<file path="config.mk">
export PLATFORM = sky130hd
export DESIGN_NAME = priority_interrupt_controller
export DESIGN_NICKNAME = d
export VERILOG_FILES = /design/src/design/pic_pkg.sv /design/src/design/priority_interrupt_controller.sv
export SDC_FILE = /design/constraint.sdc
export NUM_CORES = 1
export LEC_CHECK = 0
export BUFFER_PORTS_ARGS = -buffer_cell sky130_fd_sc_hd__buf_2
export CAP_MARGIN = 5
export CORE_MARGIN = 2
export CORE_UTILIZATION = 25
export CTS_CLUSTER_DIAMETER = 200
export DETAILED_ROUTE_END_ITERATION = 16
export PLACE_DENSITY = 0.47
export SYNTH_ARGS = -nofsm -noshare
export SYNTH_HDL_FRONTEND = slang
export SYNTH_SLANG_ARGS = --single-unit
</file>
<file path="constraint.sdc">
create_clock -name clk_i -period 2.9 [get_ports clk_i]
set_clock_uncertainty 0.15 [all_clocks]
set_input_delay 0.145 -clock clk_i [delete_from_list [all_inputs] [get_ports clk_i]]
set_output_delay 0.145 -clock clk_i [all_outputs]
set_load 0.02 [all_outputs]
</file>
<file path="src/design/pic_pkg.sv">
// shared types and constants for the priority interrupt controller
// no dependencies
`default_nettype none

package pic_pkg;

  // number of interrupt lines, line 0 is the most urgent
  localparam int NumLines = 8;
  localparam int IdxW     = (NumLines > 1) ? $clog2(NumLines) : 1;

  // fixed field widths of the transaction ports
  localparam int OpW   = 2;
  localparam int LineW = 3;
  localparam int VecW  = 3;
  localparam int BitsW = 8;

  typedef logic [NumLines-1:0] line_vec_t;
  typedef logic [IdxW-1:0]     line_idx_t;

  typedef enum logic [OpW-1:0] {
    OpRaise    = 2'd0,
    OpWithdraw = 2'd1,
    OpAck      = 2'd2,
    OpEoi      = 2'd3
  } op_e;

  // outcome of a lowest-set-bit search
  typedef struct packed {
    logic      found;
    line_idx_t idx;
  } first_t;

endpackage

`default_nettype wire

</file>
<file path="src/design/priority_interrupt_controller.sv">
// eight-line priority interrupt controller: request, in-service and pending state
// depends on pic_pkg for widths, opcodes and the search result type
`default_nettype none

// One transaction per cycle in unless the input is stalled, one result per
// transaction out. Each accepted transaction (raise, withdraw, acknowledge
// or specific end of interrupt) is applied to the request register, the
// in-service register and the pending flag in the cycle it is accepted, and
// its result (grant, vector and the register contents after the operation)
// appears in the output register on the next cycle.
// Line 0 is the most urgent. An acknowledge grants the most urgent requested
// line only when nothing is in service or that line beats every line in
// service; a refused or empty acknowledge changes nothing and reports
// granted = 0, vector = 0. The input is stalled only while a result sits in
// the output register and the consumer stalls it.
module priority_interrupt_controller (
  input  wire logic                     clk_i,
  input  wire logic                     rst_ni,
  // request channel
  input  wire logic                     in_valid_i,
  output logic                          in_stall_o,
  input  wire logic [pic_pkg::OpW-1:0]  opcode_i,
  input  wire logic [pic_pkg::LineW-1:0] line_i,
  // result channel
  output logic                          out_valid_o,
  input  wire logic                     out_stall_i,
  output logic                          granted_o,
  output logic [pic_pkg::VecW-1:0]      vector_o,
  output logic                          irq_pending_o,
  output logic [pic_pkg::BitsW-1:0]     request_bits_o,
  output logic [pic_pkg::BitsW-1:0]     service_bits_o
);

  // lowest set bit, i.e. most urgent line
  function automatic pic_pkg::first_t find_first(input pic_pkg::line_vec_t bits);
    pic_pkg::first_t res;
    res.found = 1'b0;
    res.idx   = '0;
    for (int i = pic_pkg::NumLines - 1; i >= 0; i--) begin
      if (bits[i]) begin
        res.found = 1'b1;
        res.idx   = pic_pkg::IdxW'(i);
      end
    end
    return res;
  endfunction

  // architectural state
  pic_pkg::line_vec_t request_q, request_d;
  pic_pkg::line_vec_t service_q, service_d;
  logic               pending_q, pending_d;

  // result register
  logic                      out_valid_q;
  logic                      granted_q, granted_d;
  logic [pic_pkg::VecW-1:0]  vector_q, vector_d;

  logic               accept;
  logic               in_range;
  pic_pkg::line_vec_t line_bit;
  pic_pkg::line_vec_t grant_bit;
  pic_pkg::first_t    req_first;
  pic_pkg::first_t    srv_first;
  logic               grant_ok;
  pic_pkg::op_e       op;

  // output register frees up when it is empty or being taken this cycle
  assign in_stall_o = out_valid_q && out_stall_i;
  assign accept     = in_valid_i && !in_stall_o;

  assign op        = pic_pkg::op_e'(opcode_i);
  assign in_range  = 32'(line_i) < pic_pkg::NumLines;
  assign line_bit  = in_range ? (pic_pkg::line_vec_t'(1) << line_i) : '0;
  assign req_first = find_first(request_q);
  assign srv_first = find_first(service_q);

  // strict priority: the requested line must beat every line in service
  assign grant_ok  = req_first.found && (!srv_first.found || (req_first.idx < srv_first.idx));
  assign grant_bit = pic_pkg::line_vec_t'(1) << req_first.idx;

  always_comb begin
    request_d = request_q;
    service_d = service_q;
    pending_d = pending_q;
    granted_d = 1'b0;
    vector_d  = '0;
    case (op)
      pic_pkg::OpRaise: begin
        if (in_range) begin
          request_d = request_q | line_bit;
          pending_d = 1'b1;
        end
      end
      pic_pkg::OpWithdraw: begin
        // pending flag deliberately left alone
        request_d = request_q & ~line_bit;
      end
      pic_pkg::OpAck: begin
        if (grant_ok) begin
          request_d = request_q & ~grant_bit;
          service_d = service_q | grant_bit;
          if ((request_q & ~grant_bit) == '0) begin
            pending_d = 1'b0;
          end
          granted_d = 1'b1;
          vector_d  = pic_pkg::VecW'(req_first.idx);
        end
      end
      pic_pkg::OpEoi: begin
        service_d = service_q & ~line_bit;
      end
      default: begin
        request_d = request_q;
      end
    endcase
  end

  always_ff @(posedge clk_i or negedge rst_ni) begin
    if (!rst_ni) begin
      request_q   <= '0;
      service_q   <= '0;
      pending_q   <= 1'b0;
      out_valid_q <= 1'b0;
    end else begin
      if (accept) begin
        request_q   <= request_d;
        service_q   <= service_d;
        pending_q   <= pending_d;
        out_valid_q <= 1'b1;
      end else if (!out_stall_i) begin
        out_valid_q <= 1'b0;
      end
    end
  end

  // result payload, no reset needed
  always_ff @(posedge clk_i) begin
    if (accept) begin
      granted_q <= granted_d;
      vector_q  <= vector_d;
    end
  end

  // register contents after the step are the live state registers
  assign out_valid_o    = out_valid_q;
  assign granted_o      = granted_q;
  assign vector_o       = vector_q;
  assign irq_pending_o  = pending_q;
  assign request_bits_o = pic_pkg::BitsW'(request_q);
  assign service_bits_o = pic_pkg::BitsW'(service_q);

  // a granted line shows up in service in the same result
  a_grant_in_service: assert property (@(posedge clk_i) disable iff (!rst_ni)
    (out_valid_o && granted_o) |-> service_bits_o[vector_o])
    else $error("granted line not in service");

  // no grant reports vector zero
  a_no_grant_vector: assert property (@(posedge clk_i) disable iff (!rst_ni)
    (out_valid_o && !granted_o) |-> (vector_o == '0))
    else $error("vector nonzero without grant");

  // pending low means no request is outstanding
  a_pending_cover: assert property (@(posedge clk_i) disable iff (!rst_ni)
    !pending_q |-> (request_q == '0))
    else $error("request held without pending flag");

  // every accepted transaction produces a result next cycle
  a_result_follows: assert property (@(posedge clk_i) disable iff (!rst_ni)
    accept |=> out_valid_o)
    else $error("result missing after transaction");

endmodule

`default_nettype wire
</file>
==> impl_metrics.py, run 1 <==
metrics = {
    "synth": {
        "syn_avg_cell_area_um2": 9.064,
        "syn_inst": 164,
        "synth_seq_area_share_pct": 38.38,
        "syn-cell-area_um2": 1486,
        "synthTopCellsByArea": "dfrtp_1, edfxtp_1, o21ai_0",
        "synth_nets": 179,
        "ys_top_cells_by_count": "o21ai_0, dfrtp_1, nand2_1",
        "synth_edf_count": 4,
        "synthDistinctLibCells": 46,
        "synth_top_area_cell": "dfrtp_1",
        "synth.most_common_cell": "o21ai_0",
        "synth-seq-cells": 22,
        "async_flop_share_pct": 81.82,
        "synthFlopType": "dfrtp_1",
        "yosys_warnings": 0,
        "synth_top_area_share_pct": 30.30,
    },
    "power_and_ir_drop": {
        "p_total_uw": 2331,
        "powerDensity_nw_per_um2": 1222,
        "p_leak_uw": 0.0008442,
        "vdd_ir_drop_max_v": 0.0004316,
    },
    "finish": {
        "fillers": 649,
        "regArea_um2": 571.8,
        "antennaDiodeCount": 0,
        "drive_above_1_share_pct": 33.02,
        "finalNonFillerCells": 287,
        "num-nets-final": 228,
        "multi_input_area_um2": 875.8,
        "syn_to_final_growth_pct": 28.37,
    },
    "clocking": {
        "cts_inserted_buffers": 3,
        "clk_pin_slew_ps": 80,
        "clk_path_buf_depth": 2,
        "clock_latency_ps": 260,
        "root_buffer": "clkbuf_8",
        "cts_tree": "built",
        "cts.sinks": 22,
        "htree_levels": 1,
    },
    "worst_setup_path": {
        "crit_required_ps": 2930,
        "critPathLaunchType": "flop",
        "r2r_cells": 9,
        "cp_data_arrival_time_ps": 2750,
        "r2r_setup_slack_ps": 170,
        "endpoint_kind": "flop",
        "cp_max_fo": 8,
        "worstSetupPathType": "reg -> reg",
    },
    "global_route": {
        "grt_antenna_before_repair": 0,
        "grt_pass1_wl_um": 7251,
        "grt_use_total_pct": 14.64,
        "grt_pass1_vias": 1391,
        "grt_overflow": 0,
        "grt_max_degree": 19,
    },
    "place": {
        "gp_congestion": 0.8556,
        "dp.cells": 280,
        "port_buffers": 31,
        "place_hpwl_um": 3508,
    },
    "floorplan": {
        "rows": 28,
        "die_w_um": 81.11,
        "die_y_um": 81.11,
        "coreArea_um2": 5816,
        "start_util_pct": 25.56,
        "boundaryPins": 32,
        "die_area_um2": 6579,
    },
    "sta": {
        "setup_tns_ps": 0,
        "fmax_mhz": 366.5,
        "slew_headroom_pct": 53.57,
        "period_needed_ps": 2729,
        "rsz0062_at_grt": "false",
        "finalCritPeriodShare_pct": 94.10,
        "final_max_slew_viol_count": 0,
        "final_hold_viol_count": 0,
        "worst_slew_pin_slew_ps": 689.2,
        "finalSetupViolations": 0,
    },
    "drt": {
        "viasPerCell": 5.073,
        "vias": 1456,
        "ant_nets": 0,
        "drt_iter0_markers": 111,
        "drc_errors": 0,
        "dr.pass1.iters": 4,
        "finalWirelength_um": 4456,
        "wl_per_cell_um": 15.53,
    },
    "run_status": {
        "outcome": "complete, no violations",
    },
    "worst_hold_path": {
        "hold_path.class": "in -> reg",
        "whs_path_depth": 3,
    },
    "job": {
        "cap_violations": 0,
    },
}
[registers in the layout (all words and copies together) (netlist names)]
signal,cells
request_bits_o,8
vector_o,3
granted_o,1
out_valid_o,1
service_bits_o,8
irq_pending_o,1
[worst max-delay path: stages, from the launching register on]
cell and delay, ps:
dfrtp_2 450, nor4_4 310, or2b_1 260, ha_1 320
a21oi_2 170, a21oi_2 70, nor3_4 130, o21ai_2 100
or3b_4 460, o31ai_1 230
[per-stage QoR]
| stage | hold WS, ps | cell area, µm² | setup slack (ps) | util, % |
|---|---|---|---|---|
| 6_report | 77.35 | 1908 | 171.2 | 32.81 |
| 5_1_grt | 76.13 | 1908 | 5.937 | 32.81 |
| 4_1_cts | 72.66 | 1888 | 17.16 | 32.47 |
| 3_5_place_dp | -28.40 | 1823 | 37.13 | 31.35 |
| 3_3_place_gp | -25.54 | 1823 | 150.8 | 31.35 |
| 2_1_floorplan | -300.6 | 1486 | 131.7 | - |
[layout make-up]
| cell class | count | area share, % |
|---|---|---|
| clock buffers | 4 | 2.361 |
| inverters | 7 | 1.377 |
| multi-input cells | 130 | 45.90 |
| flip-flops and latches | 22 | 29.97 |
| well taps | 75 | 4.918 |
| repair buffers | 49 | 15.48 |
[kinds of logic (layout without fill, tap and decap cells)]
family	count (synthesis)	after routing	share of synthesized area [%]
DFF	22	22	38.38
buffers and inverters	12	60	3.451
and+or+nand+nor	57	57	23.74
AOI/OAI and AO/OA	66	66	28.71
adders and majority gates	7	7	5.724
[worst paths after layout]
kind                                               start                       endpoint
max                        service_bits_o[1]$_DFFE_PN0P_  service_bits_o[0]$_DFFE_PN0P_
min                                          out_stall_i        out_valid_o$_DFFE_PN0P_
max reg2reg                service_bits_o[1]$_DFFE_PN0P_  service_bits_o[0]$_DFFE_PN0P_
min reg2reg                    irq_pending_o$_DFFE_PN0P_      irq_pending_o$_DFFE_PN0P_
max in group asynchronous                         rst_ni  service_bits_o[1]$_DFFE_PN0P_
min in group asynchronous                         rst_ni  service_bits_o[7]$_DFFE_PN0P_
[power by group]
group	total, µW	internal, µW	switching [µW]
combinational	1580	647	929
sequential	552	433	119
clock	202	98.2	104
total	2330	1180	1150
[cell usage in the layout (no fill, tap or decap), types with 4 or more instances in the layout]
cell type / count
buf_4: 16
o21ai_1: 6
dfrtp_1: 17
a21oi_1: 7
o21ai_0: 20
nand3_1: 5
o31ai_1: 10
edfxtp_1: 4
inv_1: 7
o21ai_2: 4
ha_1: 6
nor2_1: 11
nand2_1: 12
buf_2: 31
[routing by layer]
metal	up-vias	global-route usage [%]	part of all wire, %
li1	715	-	-
met1	705	20.43	48
met2	34	23.47	47
met3	2	3.333	4.4
met4	0	2.542	0.47
met5	-	0	0
[repair_timing]
action,4_1_cts,5_1_grt
hold buffers,2,0
endpoints found under the hold margin,19,0
buffers inserted,0,1
endpoints found under the setup margin,0,7
resized for setup,0,4
(Power assumes the default switching activity.)
==> run 2: changes to the inputs <==
--- a/config.mk
+++ b/config.mk
@@ -5,13 +5,13 @@
 export SDC_FILE = /design/constraint.sdc
 export NUM_CORES = 1
 export LEC_CHECK = 0
-export BUFFER_PORTS_ARGS = -buffer_cell sky130_fd_sc_hd__buf_2
+export BUFFER_PORTS_ARGS = -buffer_cell sky130_fd_sc_hd__buf_4
 export CAP_MARGIN = 5
 export CORE_MARGIN = 2
 export CORE_UTILIZATION = 25
 export CTS_CLUSTER_DIAMETER = 200
 export DETAILED_ROUTE_END_ITERATION = 16
-export PLACE_DENSITY = 0.47
+export PLACE_DENSITY = 0.46
 export SYNTH_ARGS = -nofsm -noshare
 export SYNTH_HDL_FRONTEND = slang
 export SYNTH_SLANG_ARGS = --single-unit
==> constraint.sdc (replaced) <==
create_clock -name clk_i -period 2.8 [get_ports clk_i]
set_clock_uncertainty 0.15 [all_clocks]
set_input_delay 0.14 -clock clk_i [delete_from_list [all_inputs] [get_ports clk_i]]
set_output_delay 0.14 -clock clk_i [all_outputs]
set_load 0.02 [all_outputs]
==> run 2 against run 1 <==
Via count down 0.76%. Cell area up 6.4%. Global-route usage down 0.61 points. First-iteration DRC count down 3.6%. Cell count up 0.35%. Combinational power up 9%. Sequential power up 3%. Sequential cell count unchanged.
==> impl_metrics.py, run 2 (synthesis gave the netlist of run 1 again) <==
metrics = {
    "floorplan": {
        "die_w_um": 81.11,
        "start_util_pct": 25.56,
        "die_area_um2": 6579,
        "boundaryPins": 32,
        "coreArea_um2": 5816,
        "rows": 28,
        "die_y_um": 81.11,
    },
    "worst_setup_path": {
        "cp_data_arrival_time_ps": 2690,
        "cp_max_fo": 8,
        "critPathLaunchType": "flop",
        "r2r_setup_slack_ps": 140,
        "r2r-end": "service_bits_o[1]$_DFFE_PN0P_",
        "r2r_start": "service_bits_o[3]$_DFFE_PN0P_",
        "worstSetupPathType": "reg -> reg",
        "r2r_cells": 9,
        "crit_required_ps": 2820,
        "endpoint_kind": "flop",
    },
    "clocking": {
        "clk_pin_slew_ps": 80,
        "clock_latency_ps": 270,
        "root_buffer": "clkbuf_8",
        "clk_path_buf_depth": 2,
        "cts_tree": "built",
        "cts_inserted_buffers": 3,
        "htree_levels": 1,
        "cts.sinks": 22,
    },
    "drt": {
        "drt_iter0_markers": 107,
        "viasPerCell": 5.017,
        "finalWirelength_um": 4484,
        "vias": 1445,
        "ant_nets": 0,
        "wl_per_cell_um": 15.57,
        "dr.pass1.iters": 4,
        "drc_errors": 0,
    },
    "finish": {
        "drive_above_1_share_pct": 34.74,
        "layout_common_cells": "buf_4, o21ai_0, dfrtp_1",
        "antennaDiodeCount": 0,
        "syn_to_final_growth_pct": 36.53,
        "finalNonFillerCells": 288,
        "num-nets-final": 229,
        "layout_commonest_cell": "buf_4",
    },
    "global_route": {
        "grt_pass1_vias": 1339,
        "grt_antenna_before_repair": 0,
        "grt_max_degree": 19,
        "grt_use_total_pct": 14.03,
        "grt_pass1_wl_um": 6982,
        "grt_overflow": 0,
    },
    "sta": {
        "finalSetupViolations": 0,
        "setup_tns_ps": 0,
        "worst_slew_pin_slew_ps": 655.1,
        "rsz0062_at_grt": "false",
        "final_max_slew_viol_count": 0,
        "period_needed_ps": 2662,
        "slew_headroom_pct": 55.87,
        "finalCritPeriodShare_pct": 95.06,
        "fmax_mhz": 375.7,
        "final_hold_viol_count": 0,
    },
    "place": {
        "dp.cells": 282,
        "place_hpwl_um": 3505,
        "gp_congestion": 0.8834,
        "port_buffers": 31,
    },
    "run_status": {
        "outcome": "complete, no violations",
    },
    "job": {
        "cap_violations": 0,
    },
    "power_and_ir_drop": {
        "p_leak_uw": 0.0008791,
        "powerDensity_nw_per_um2": 1281,
        "vdd_ir_drop_max_v": 0.0005462,
    },
    "worst_hold_path": {
        "min_to": "out_valid_o$_DFFE_PN0P_",
        "min_from": "out_stall_i",
        "whs_path_depth": 3,
        "hold_path.class": "in -> reg",
    },
}
==> run 2: worst max path at each step <==
stage	cells past startpoint	end	startpoint	slack, ps
finish	9	service_bits_o[1]$_DFFE_PN0P_	service_bits_o[3]$_DFFE_PN0P_	140
floorplan	10	service_bits_o[0]$_DFFE_PN0P_	service_bits_o[3]$_DFFE_PN0P_	30
global placement	9	service_bits_o[1]$_DFFE_PN0P_	service_bits_o[3]$_DFFE_PN0P_	110
global route	9	service_bits_o[1]$_DFFE_PN0P_	service_bits_o[3]$_DFFE_PN0P_	3
CTS	9	service_bits_o[1]$_DFFE_PN0P_	service_bits_o[1]$_DFFE_PN0P_	40
detailed placement	9	service_bits_o[1]$_DFFE_PN0P_	service_bits_o[1]$_DFFE_PN0P_	60
==> run 2: what timing repair did <==
item | CTS | global route
setup endpoints to repair | 0 | 9
endpoints found under the hold margin | 19 | 0
setup buffers | 0 | 0
resized for setup | 0 | 6
hold buffers | 2 | 0
==> run 2: worst max-delay path: stages (launching register included) <==
cell	delay [ps]
dfrtp_1	410
nor4_4	280
or2b_1	250
ha_1	320
a21oi_2	170
a21oi_2	70
nor3_4	130
o21ai_2	100
or3b_4	450
o31ai_1	240
==> run 2: through the flow <==
step           hold slack, ps  cell area [µm²]  setup slack [ps]  utilization, %  total power (µW)
2_1_floorplan          -305.6             1486             31.73               -              1602
3_3_place_gp           -112.2             1916             112.0           32.94              2264
3_5_place_dp           -115.4             1916             62.36           32.94              2249
4_1_cts                 59.31             2007             35.12           34.51              2565
5_1_grt                 73.08             2029             2.506           34.90              2800
6_report                59.91             2029             138.3           34.90              2599
==> run 2: report_power, final <==
part | switching [µW] | internal, µW | total [µW] | leakage, µW
logic | 983 | 742 | 1730 | 0.000570
clock network | 113 | 191 | 304 | 0.0000357
registers | 121 | 448 | 569 | 0.000273
total | 1220 | 1380 | 2600 | 0.000879
==> run 2: area by class of cell <==
cell class	instances	area (µm²)
Sequential cell	22	571.8
Inverter	7	26.28
Clock buffer	3	41.29
Timing Repair Buffer	50	380.4
Clock inverter	1	30.03
Multi-Input combinational cell	130	885.9
Tap cell	75	93.84
Fill cell	634	3786
==> run 2: metal layers <==
metal / wire length [µm] / GRT usage (%)
met4: 47 / 2.542
met5: 0 / 0
met1: 2085 / 20.08
met3: 272 / 2.333
met2: 2078 / 22.48
==> run 3: changes to the inputs <==
--- a/config.mk
+++ b/config.mk
@@ -7,11 +7,13 @@
 export LEC_CHECK = 0
 export BUFFER_PORTS_ARGS = -buffer_cell sky130_fd_sc_hd__buf_4
 export CAP_MARGIN = 5
+export CELL_PAD_IN_SITES_DETAIL_PLACEMENT = 0
+export CELL_PAD_IN_SITES_GLOBAL_PLACEMENT = 1
 export CORE_MARGIN = 2
 export CORE_UTILIZATION = 25
 export CTS_CLUSTER_DIAMETER = 200
 export DETAILED_ROUTE_END_ITERATION = 16
-export PLACE_DENSITY = 0.46
+export PLACE_DENSITY = 0.56
 export SYNTH_ARGS = -nofsm -noshare
 export SYNTH_HDL_FRONTEND = slang
 export SYNTH_SLANG_ARGS = --single-unit
==> run 3 against run 2 <==
Non-clock buffer count is 1 higher. Clock-buffer cell count is 1 higher. Hold slack better by 11 ps. Cell count is 0.35% higher. Wire length is 8.4% higher. Critical path type unchanged. Largest cell class unchanged.
==> impl_metrics.py, run 3 (synthesis gave the netlist of run 1 again) <==
metrics = {
    "worst_setup_path": {
        "critPathLaunch": "service_bits_o[3]$_DFFE_PN0P_",
        "r2r_start": "service_bits_o[3]$_DFFE_PN0P_",
        "worstSetupPathType": "reg -> reg",
        "crit_required_ps": 2840,
        "endpoint_kind": "flop",
        "cp_max_fo": 9,
        "critPathLaunchType": "flop",
        "cp_data_arrival_time_ps": 2700,
    },
    "floorplan": {
        "die_w_um": 81.11,
        "coreArea_um2": 5816,
        "start_util_pct": 25.56,
        "die_area_um2": 6579,
        "die_y_um": 81.11,
        "rows": 28,
        "boundaryPins": 32,
    },
    "drt": {
        "drt_iter0_markers": 76,
        "viasPerCell": 5.183,
        "vias": 1498,
        "wl_per_cell_um": 16.82,
        "ant_nets": 0,
        "dr.pass1.iters": 4,
        "finalWirelength_um": 4862,
        "drc_errors": 0,
    },
    "global_route": {
        "grt_use_total_pct": 15.93,
        "grt_max_degree": 19,
        "grt_pass1_wl_um": 7969,
        "grt_antenna_before_repair": 0,
        "grt_pass1_vias": 1537,
        "grt_overflow": 0,
    },
    "clocking": {
        "htree_levels": 1,
        "clk_path_buf_depth": 2,
        "clk_pin_slew_ps": 90,
        "root_buffer": "clkbuf_8",
        "clock_latency_ps": 260,
        "cts.sinks": 22,
        "cts_tree": "built",
        "cts_inserted_buffers": 3,
        "postCtsSetupBuffers": 0,
    },
    "sta": {
        "setup_tns_ps": 0,
        "finalCritPeriodShare_pct": 94.70,
        "slew_headroom_pct": 53.63,
        "fmax_mhz": 377.1,
        "finalSetupViolations": 0,
        "final_hold_viol_count": 0,
        "final_max_slew_viol_count": 0,
        "period_needed_ps": 2651,
        "worst_slew_pin_slew_ps": 689.6,
        "rsz0062_at_grt": "true",
    },
    "job": {
        "cap_violations": 0,
    },
    "place": {
        "dp.cells": 283,
        "gp_congestion": 0.9377,
        "place_hpwl_um": 3799,
        "port_buffers": 31,
    },
    "finish": {
        "antennaDiodeCount": 0,
        "post-route-util_pct": 35.03,
        "finalNonFillerCells": 289,
        "layout_commonest_cell": "buf_4",
        "drive_above_1_share_pct": 35.05,
        "syn_to_final_growth_pct": 37.04,
        "layout_common_cells": "buf_4, o21ai_0, dfrtp_1",
        "num-nets-final": 230,
    },
    "run_status": {
        "outcome": "complete, no violations",
    },
    "power_and_ir_drop": {
        "vdd_ir_drop_max_v": 0.0005361,
        "p_leak_uw": 0.0008818,
        "powerDensity_nw_per_um2": 1299,
    },
    "worst_hold_path": {
        "min_from": "out_stall_i",
        "hold_path.class": "in -> reg",
    },
}
run 3: report_power, final:
group	leakage [µW]	internal, µW	switching [µW]	total (µW)
clock network	0.0000339	155	114	269
logic	0.000573	777	1030	1800
registers	0.000275	447	126	573
run 3: worst max-delay path: stages, from the launching register on:
cell	delay [ps]
dfrtp_1	410
nor4_4	300
or2b_1	260
ha_1	310
a21oi_2	160
a21oi_2	70
o21ai_2	210
o21ai_2	90
buf_4	180
nor4_2	270
a2bb2oi_1	170
run 3: metal layers:
layer	part of all wire [%]	track usage, %	wire [µm]
met1	44	20.82	2154
met2	49	26.53	2404
met3	4.1	2.556	201
met4	2.1	5.763	102
met5	0	0	0
run 3: what timing repair did:
| action | in CTS | in global routing |
|---|---|---|
| gates resized for setup | 0 | 8 |
| endpoints found under the hold margin | 19 | 0 |
| setup endpoints to repair | 0 | 14 |
| hold buffers | 2 | 0 |
run 3: path summary, 6_finish.rpt:
check	end	slack (ps)	depth (start not counted)
max in group asynchronous	request_bits_o[6]$_DFFE_PN0P_	2160	2
worst max register to register	request_bits_o[6]$_DFFE_PN0P_	150	10
worst min-delay path	out_valid_o$_DFFE_PN0P_	70	3
worst min register to register	irq_pending_o$_DFFE_PN0P_	420	2
worst max-delay path	request_bits_o[6]$_DFFE_PN0P_	150	10
min in group asynchronous	service_bits_o[4]$_DFFE_PN0P_	130	2
run 3: layout make-up:
cell class | instances | area [µm²]
sequential | 22 | 570.5
timing repair buffer | 51 | 387.9
multi-input combinational | 130 | 892.1
clock buffer | 4 | 66.31
inverter | 7 | 26.28
fill | 623 | 3779
tap | 75 | 93.84
run 3: per-stage QoR:
stage | hold slack [ps] | power (µW) | worst slack, ps | area, µm²
after floorplan | -305.6 | 1602 | 31.73 | 1486
after global placement | -120.2 | 2308 | 154.1 | 1923
after detailed placement | -116.3 | 2319 | 67.63 | 1923
after CTS | 65.23 | 2599 | 51.27 | 2009
after global routing | 85.16 | 2846 | -14.91 | 2037
final | 70.56 | 2647 | 148.5 | 2037
